`src/design/rps_pkg.sv`:
```
// ----------------------------------------------------------------------------
// rps_pkg: shared constants for the random permutation shuffle
// Field widths and reset values used by the top level and the divider.
// ----------------------------------------------------------------------------
package rps_pkg;

    // Random word width, also the step count of the serial divider; config and output field widths
    localparam int WORD_W       = 31;
    localparam int CFG_W        = 9;
    localparam int OUT_W        = 8;

    // Defaults
    localparam int DEF_MAX_LEN  = 256;
    localparam logic [CFG_W-1:0] PERM_LEN_RST = 9'd8;

endpackage

```
`src/design/random_permutation_shuffle_top.sv`:
```
// ----------------------------------------------------------------------------
// random_permutation_shuffle_top: Fisher-Yates permutation generator
//
// Input stream (s_*): tdata carries a 31-bit random word, tuser the restart
// flag. Each request yields one result on the output stream (m_*): tdata
// holds the slot and the chosen index, tlast marks slot zero.
// Slots count down from length-1. A new permutation begins when restart is
// set or when the previous one has finished; its length is taken from the
// configuration channel (cfg_*), clamped to 1..MAX_LEN, at that moment.
// Each request passes the bit-serial remainder unit, a hand-over of the remainder
// to the sequencer, three steps in the single-port index store (read r, read
// slot, write back r) and a load of the output register.
// The block takes one request at a time: the input is ready again once the
// result of the last request is loaded into the output register.
// The next request is taken while a result still waits in the output
// register; a held result stalls the following one in its final step.
// Reset: length 8, no permutation running, written map clear, output empty.
// The index store needs no clearing: an entry not written in the current
// permutation reads as its own position.
// ----------------------------------------------------------------------------
module random_permutation_shuffle_top
    import rps_pkg::*;
#(
    parameter int MAX_LEN = DEF_MAX_LEN
) (
    input  logic             i_clk,
    input  logic             i_rst_n,
    // Configuration write channel: perm_length
    input  logic             i_cfg_valid,
    output logic             o_cfg_ready,
    input  logic [CFG_W-1:0] i_cfg_data,
    // Request stream
    input  logic             s_tvalid,
    output logic             s_tready,
    input  logic [31:0]      s_tdata,   // [30:0] random_word, [31] zero pad
    input  logic [0:0]       s_tuser,   // [0] restart
    // Result stream
    output logic             m_tvalid,
    input  logic             m_tready,
    output logic [15:0]      m_tdata,   // [7:0] slot, [15:8] chosen_index
    output logic             m_tlast    // last
);

    localparam int LW = $clog2(MAX_LEN + 1);
    localparam int IW = $clog2(MAX_LEN);

    typedef enum logic [2:0] {
        ST_IDLE,
        ST_DIV,
        ST_RD_R,
        ST_RD_I,
        ST_WR,
        ST_PUSH
    } t_state;

    t_state             r_state;
    logic [CFG_W-1:0]   r_perm_len;
    logic [LW-1:0]      r_remaining;
    logic [MAX_LEN-1:0] r_map;
    logic [IW-1:0]      r_slot;
    logic [IW-1:0]      r_r;
    logic [IW-1:0]      r_val_r;
    logic [IW-1:0]      r_rd_data;
    logic [IW-1:0]      r_mem [MAX_LEN];
    logic               r_m_valid;
    logic [OUT_W-1:0]   r_m_slot;
    logic [OUT_W-1:0]   r_m_idx;
    logic               r_m_last;

    logic               w_in_acc;
    logic               w_start;
    logic [LW-1:0]      w_eff;
    logic [LW-1:0]      w_rem_n;
    logic               w_div_done;
    logic [IW-1:0]      w_div_rem;
    logic [IW-1:0]      w_val_i;
    logic [IW-1:0]      w_rd_addr;

    // Configuration is always taken
    assign o_cfg_ready = 1'b1;

    always_ff @(posedge i_clk) begin
        if (!i_rst_n) begin
            r_perm_len <= PERM_LEN_RST;
        end else if (i_cfg_valid) begin
            r_perm_len <= i_cfg_data;
        end
    end

    // Clamp the length and pick the count for this request
    always_comb begin
        if (r_perm_len == '0) begin
            w_eff = LW'(1);
        end else if (32'(r_perm_len) > MAX_LEN) begin
            w_eff = LW'(MAX_LEN);
        end else begin
            w_eff = LW'(r_perm_len);
        end
        w_start = s_tuser[0] || (r_remaining == '0);
        w_rem_n = w_start ? w_eff : r_remaining;
    end

    assign s_tready = (r_state == ST_IDLE);
    assign w_in_acc = s_tvalid && s_tready;

    // Remainder of the random word by the current count
    rps_divmod #(
        .MAX_LEN    (MAX_LEN)
    ) u_divmod (
        .i_clk      (i_clk),
        .i_rst_n    (i_rst_n),
        .i_start    (w_in_acc),
        .i_dividend (s_tdata[WORD_W-1:0]),
        .i_divisor  (w_rem_n),
        .o_done     (w_div_done),
        .o_rem      (w_div_rem)
    );

    // Index store: one port, registered read, entry at r first then slot
    assign w_rd_addr = (r_state == ST_RD_R) ? r_r : r_slot;
    assign w_val_i   = r_map[r_slot] ? r_rd_data : r_slot;

    always_ff @(posedge i_clk) begin
        if (r_state == ST_WR) begin
            r_mem[r_r] <= w_val_i;
        end
        r_rd_data <= r_mem[w_rd_addr];
    end

    // Sequencer and output register
    always_ff @(posedge i_clk) begin
        if (!i_rst_n) begin
            r_state     <= ST_IDLE;
            r_remaining <= '0;
            r_map       <= '0;
            r_m_valid   <= 1'b0;
        end else begin
            // Drop the result once taken, unless a new one is loaded now
            if (r_m_valid && m_tready && (r_state != ST_PUSH)) begin
                r_m_valid <= 1'b0;
            end
            case (r_state)
                ST_IDLE: begin
                    if (w_in_acc) begin
                        if (w_start) begin
                            r_map <= '0;
                        end
                        r_remaining <= w_rem_n - 1'b1;
                        r_slot      <= IW'(w_rem_n - 1'b1);
                        r_state     <= ST_DIV;
                    end
                end
                ST_DIV: begin
                    if (w_div_done) begin
                        r_r     <= w_div_rem;
                        r_state <= ST_RD_R;
                    end
                end
                ST_RD_R: begin
                    r_state <= ST_RD_I;
                end
                ST_RD_I: begin
                    r_val_r <= r_map[r_r] ? r_rd_data : r_r;
                    r_state <= ST_WR;
                end
                ST_WR: begin
                    r_map[r_r] <= 1'b1;
                    r_state    <= ST_PUSH;
                end
                ST_PUSH: begin
                    if (!r_m_valid || m_tready) begin
                        r_m_valid <= 1'b1;
                        r_m_slot  <= OUT_W'(r_slot);
                        r_m_idx   <= OUT_W'(r_val_r);
                        r_m_last  <= (r_slot == '0);
                        r_state   <= ST_IDLE;
                    end
                end
                default: begin
                    r_state <= ST_IDLE;
                end
            endcase
        end
    end

    assign m_tvalid = r_m_valid;
    assign m_tdata  = {r_m_idx, r_m_slot};
    assign m_tlast  = r_m_last;

    // Checks
    a_busy_after_req: assert property (@(posedge i_clk) disable iff (!i_rst_n)
        w_in_acc |=> !s_tready)
        else $error("request taken while a draw is in progress");

    a_div_in_div: assert property (@(posedge i_clk) disable iff (!i_rst_n)
        w_div_done |-> (r_state == ST_DIV))
        else $error("remainder finished outside the divide step");

    a_rem_bound: assert property (@(posedge i_clk) disable iff (!i_rst_n)
        (r_state == ST_RD_R) |-> (r_r <= r_slot))
        else $error("drawn position above the current slot");

    a_map_set: assert property (@(posedge i_clk) disable iff (!i_rst_n)
        (r_state == ST_WR) |=> r_map[$past(r_r)])
        else $error("written map not set after write-back");

    a_last_slot: assert property (@(posedge i_clk) disable iff (!i_rst_n)
        (r_state == ST_PUSH && r_slot == '0) |-> (r_remaining == '0))
        else $error("last slot with permutation still running");

endmodule

```
`src/design/rps_divmod.sv`:
```
// ----------------------------------------------------------------------------
// rps_divmod: bit-serial restoring remainder unit
// Takes one dividend bit per cycle; once the last bit is in, it pulses
// done with the remainder of the dividend by the divisor.
// ----------------------------------------------------------------------------
module rps_divmod
    import rps_pkg::*;
#(
    parameter int MAX_LEN = DEF_MAX_LEN
) (
    input  logic                         i_clk,
    input  logic                         i_rst_n,
    input  logic                         i_start,
    input  logic [WORD_W-1:0]            i_dividend,
    input  logic [$clog2(MAX_LEN+1)-1:0] i_divisor,
    output logic                         o_done,
    output logic [$clog2(MAX_LEN)-1:0]   o_rem
);

    localparam int LW    = $clog2(MAX_LEN + 1);
    localparam int IW    = $clog2(MAX_LEN);
    localparam int CNT_W = $clog2(WORD_W);

    logic [WORD_W-1:0] r_dvd;
    logic [LW-1:0]     r_dsr;
    logic [LW-1:0]     r_rem;
    logic [CNT_W-1:0]  r_cnt;
    logic              r_busy;
    logic              r_done;

    logic [LW:0]       w_trial;
    logic [LW:0]       w_next;

    // Shift in the next dividend bit, subtract when the divisor fits
    always_comb begin
        w_trial = {r_rem, r_dvd[WORD_W-1]};
        if (w_trial >= {1'b0, r_dsr}) begin
            w_next = w_trial - {1'b0, r_dsr};
        end else begin
            w_next = w_trial;
        end
    end

    // Step the partial remainder once per cycle
    always_ff @(posedge i_clk) begin
        if (!i_rst_n) begin
            r_busy <= 1'b0;
            r_done <= 1'b0;
            r_cnt  <= '0;
        end else begin
            r_done <= 1'b0;
            if (i_start) begin
                r_dvd  <= i_dividend;
                r_dsr  <= i_divisor;
                r_rem  <= '0;
                r_cnt  <= '0;
                r_busy <= 1'b1;
            end else if (r_busy) begin
                r_dvd <= {r_dvd[WORD_W-2:0], 1'b0};
                r_rem <= w_next[LW-1:0];
                r_cnt <= r_cnt + 1'b1;
                if (r_cnt == CNT_W'(WORD_W - 1)) begin
                    r_busy <= 1'b0;
                    r_done <= 1'b1;
                end
            end
        end
    end

    assign o_done = r_done;
    // Remainder is below the divisor, which is at most MAX_LEN
    assign o_rem  = r_rem[IW-1:0];

endmodule

```
`config.mk`:
```
export PLATFORM = sky130hd
export DESIGN_NAME = random_permutation_shuffle_top
export DESIGN_NICKNAME = d
export VERILOG_FILES = /design/src/design/rps_pkg.sv /design/src/design/random_permutation_shuffle_top.sv /design/src/design/rps_divmod.sv
export SDC_FILE = /design/constraint.sdc
export NUM_CORES = 2
export LEC_CHECK = 0
export BUFFER_PORTS_ARGS = -buffer_cell sky130_fd_sc_hd__buf_4
export CAP_MARGIN = 20
export CORE_ASPECT_RATIO = 0.5
export CORE_MARGIN = 4
export CORE_UTILIZATION = 63
export DETAILED_ROUTE_END_ITERATION = 10
export MAX_ROUTING_LAYER = met4
export PLACE_DENSITY_LB_ADDON = 0.3
export RECOVER_POWER = 50
export SETUP_SLACK_MARGIN = 0.05
export SYNTH_ARGS = -nofsm -noshare
export SYNTH_HDL_FRONTEND = slang
export SYNTH_SLANG_ARGS = --single-unit
```
`constraint.sdc`:
```
create_clock -name i_clk -period 35.2 [get_ports i_clk]
set_input_delay 10.56 -clock i_clk [delete_from_list [all_inputs] [get_ports i_clk]]
set_output_delay 10.56 -clock i_clk [all_outputs]
set_load 0.05 [all_outputs]
```
==> key figures <==
STA
  – Minimum clock period after layout: approximately 14 ns
  – Unrepaired setup endpoints after global routing: no
  – Clk_skew: 0.03247 ns
  – Tcrit/Tclk final: between 30% and 40%
  – Fmax: 71.49 MHz
  – Max transition margin: -423.2%
  – Final hold vios: 0
  – Setup TNS: 0 ns
  – Slew Viols, Final: 772
  – Setup violators final: 0
  – Worst Tran Pin Value: between 7 and 8 ns
  – Smallest hold slack: roughly 0.42 ns

Critical path
  – Crit Path Class: reg -> reg
  – R2R Path Start: r_slot[0]
  – Kind of cell adding the most delay to the critical path: buffers and inverters
  – Crit-path max cell delay: approximately 5.4 ns
  – CP bufs+invs: 3
  – Setup crit start: r_slot[0]
  – Crit path cell chain: clkbuf_1 > mux4_2 > a22o_1 > a221oi_1 > o22ai_1 > o41ai_1 > o31a_1 > mux2_1 > buf_4 > buf_4
  – R2r setup slk: 21.21 ns
  – Crit start category: flip-flop
  – Worst path depth: 10
  – Data arrival, critical path: 14.45 ns
  – Worst-path fanout max: between 90 and 100
  – Worst r2r dst: r_mem[88][1]
  – Crit. End Element: flip-flop
  – Crit-path most repeated cell: buf_4
  – Max stage delay cell, worst path: clkbuf_1
  – Reg2reg path depth: 10
  – Required time worst endpoint: around 36 ns
  – CP endpoint: r_mem[88][1]

Drt
  – Number of remaining DRC errors: 0
  – Initial drt markers: roughly 12000
  – Detailed-route via count: 66570
  – Final ANT Viol Nets: 0
  – WL/cell: about 29 um
  – DRT Pass-1 Iters: 6
  – Vias/cell: 6.809
  – Wirelength, routed: between 200 and 300 mm

Yosys
  – Mux cell area share after synthesis: 5.831%
  – Synthesized net count: 7671
  – Cells after Synth: 7611
  – Synth Area in Simple Gates: 14.28%
  – Post-synth EDFFs: 2138
  – Most used DFF post-synth: edfxtp_1
  – Ys async rst share: 0%
  – Synthesized area per cell: 12.91 um2
  – Complex-gate fraction of the synthesized area: 5.857%
  – Xor/xnor cell area share of the yosys netlist: 0.1337%
  – Register area share after synthesis: between 70% and 80%
  – Yosys cell types: 74
  – Area of the mapped netlist: 0.09826 mm2
  – Adder-cell share of the synthesized area: 0.1732%
  – Yosys warns: 0
  – Largest family of logic cells by synthesized area: simple AND/OR/NAND/NOR gates
  – Synthesis-stage register bit count: 2431

GRT
  – Largest net degree at the start of global routing: around 260
  – Vias in the first global route: slightly above 60000
  – First-pass GRT wire length: 415.4 mm
  – Antenna violations before repair: 16
  – Remaining Overflow, GRT: 0
  – GRT Total Usage: 35.97%

Flow run
  – Max-cap violations: 24

Clock tree
  – CTS tree: done
  – CTS root buffer: clkbuf_16
  – H-tree depth: 4
  – CTS clk-pin slew, worst paths: approximately 0.070 ns
  – Num Clock Sinks: ~2400
  – Clock buffer depth: 3
  – Cts hold-fix bufs: 0
  – PostCTS Resize Cnt: 0
  – Postcts setup bufs: 0
  – Worst-Skew Late Latency: 0.84 ns
  – Total CTS buffers: 198

Floorplan
  – Die Width: 566.5 um
  – Core area: 0.1548 mm2
  – FP Rows: 102
  – Die area: 0.1627 mm2
  – Die height: 287.3 um
  – Initial Util: 63.47%
  – Num ports: 67

Layout
  – Area growth, synth to finish: 8.771%
  – Fillers: 10010
  – Layout Utilization: 69.04%
  – Share of cells above drive strength 1: 9.102%
  – Nets: 7581

Power and ir drop
  – PD cells: between 50 and 60 mW/mm2
  – VDD IR max: 0.05863 mV
  – Pleak: ~0.035 uW

Status
  – Status: complete, but fails checks
  – Failing checks: max-capacitance violations, max-slew violations

Place
  – DP HPWL: 169.1 mm
  – RD Place Congestion: roughly 0.94
  – Number of port buffers: 64

Hold path
  – Hold Crit Class: reg -> reg
per-layer routing:
metal	wire (um)	global-route usage, %	part of all wire (%)	up-vias
met4	13470	14.59	4.7	0
met1	100800	47.48	35	32420
li1	-	-	-	27880
met2	124900	50.45	43	5377
met3	49050	13.93	17	891
met5	0	-	0	-
how the worst min path moves through the flow:
stage                     from          to  slack [ns]  depth (start not counted)
global route        r_val_r[0]  r_m_idx[0]        0.43                          0
finish              r_val_r[0]  r_m_idx[0]        0.42                          0
detailed placement  r_val_r[0]  r_m_idx[0]        0.41                          0
global placement    r_val_r[6]  r_m_idx[6]        0.41                          0
floorplan           r_val_r[0]  r_m_idx[0]        0.40                          0
CTS                 r_val_r[0]  r_m_idx[0]        0.42                          0
cell usage after synthesis (13+ instances only):
cell type | count | area, um2
a211oi_1 | 47 | 352.8
a21oi_1 | 349 | 1747
a221oi_1 | 21 | 183.9
a22o_1 | 13 | 113.9
a22oi_1 | 49 | 367.9
a311oi_1 | 30 | 262.8
a31oi_1 | 166 | 1039
a32oi_1 | 50 | 437.9
a41oi_1 | 30 | 262.8
buf_1 | 81 | 304.0
buf_2 | 140 | 700.7
clkbuf_1 | 276 | 1036
dfxtp_1 | 293 | 5866
edfxtp_1 | 2138 | 64200
inv_1 | 52 | 195.2
mux2_2 | 20 | 225.2
mux2i_1 | 182 | 1822
mux4_2 | 161 | 3626
nand2_1 | 1790 | 6719
nand2b_1 | 19 | 118.9
nand3_1 | 611 | 3058
nand4_1 | 164 | 1026
nor2_1 | 613 | 2301
nor2b_1 | 32 | 200.2
nor3_1 | 32 | 160.2
nor4_1 | 21 | 131.4
o211ai_1 | 16 | 120.1
o21ai_0 | 35 | 175.2
o22ai_1 | 17 | 106.4
cells in the final DEF (no fill, tap or decap), types with 16 or more instances in the layout:
master,instances
edfxtp_1,2138
nand2_1,1787
nand3_1,611
nor2_1,608
a21oi_1,349
dfxtp_1,293
clkbuf_16,200
buf_4,195
mux2i_1,177
a31oi_1,164
nand4_1,164
mux4_2,161
clkbuf_1,69
inv_1,52
a32oi_1,50
a22oi_1,49
a211oi_1,47
clkinv_1,43
o21ai_0,35
nor2b_1,30
a41oi_1,30
a311oi_1,30
nor3_1,28
clkinv_2,26
nor4_1,21
a221oi_1,21
nand2b_1,19
o22ai_1,17
diode_2,16
o211ai_1,16
kinds of logic (layout without fill, tap and decap cells):
| family | count (synthesis) | after routing |
|---|---|---|
| fa+ha+maj | 13 | 13 |
| flops | 2431 | 2431 |
| buf+inv | 566 | 635 |
| other cells | 1 | 17 |
| mux | 367 | 367 |
| simple gates | 3326 | 3326 |
| compound gates | 892 | 892 |
| xor+xnor | 15 | 15 |
cell type report:
cell class / instances / area, um2 / area share [%]
Sequential cell: 2431 / 70070 / 65.56
Timing Repair Buffer: 224 / 1735 / 1.624
Inverter: 52 / 195.2 / 0.1826
Antenna cell: 16 / 40.04 / 0.03746
Clock inverter: 101 / 817.0 / 0.7644
Tap cell: 2080 / 2603 / 2.435
Clock buffer: 258 / 5274 / 4.934
Multi-Input combinational cell: 4614 / 26150 / 24.47
where the power goes:
group	leakage, uW	total (uW)	switching (uW)	internal [uW]
sequential	0.0216	3310	12.3	3290
combinational	0.0107	532	432	100
clock	0.00296	2160	1020	1140
total	0.0352	5990	1460	4530
sequential cells by signal, indices dropped and copies added (netlist names):
signal	flops
r_val_r	8
r_r	8
u_divmod.r_cnt	5
r_mem	2048
u_divmod.r_dvd	31
u_divmod.o_done	1
r_perm_len	9
u_divmod.r_dsr	9
r_slot	8
r_remaining	9
r_m_idx	8
r_rd_data	8
u_divmod.r_rem	9
m_tlast	1
r_state	3
u_divmod.r_busy	1
m_tvalid	1
r_map	256
r_m_slot	8
worst register-to-register path, stage by stage (launching register included):
cell,delay (ns)
edfxtp_1,0.33
clkbuf_1,5.42
mux4_2,1.05
a22o_1,0.28
a221oi_1,0.41
o22ai_1,0.16
o41ai_1,0.78
o31a_1,0.71
mux2_1,2.44
buf_4,0.99
buf_4,0.96
stage by stage:
stage	instance area, um2	worst slack, ns	total power, uW	instances
floorplan	98260	20.94	3660	7611
global placement	100800	21.86	3856	9390
detailed placement	100800	21.79	3869	9391
CTS	106900	22.39	5956	9750
global route	106900	20.48	6126	9769
finish	106900	21.21	5995	9776
(Power assumes the default switching activity.)
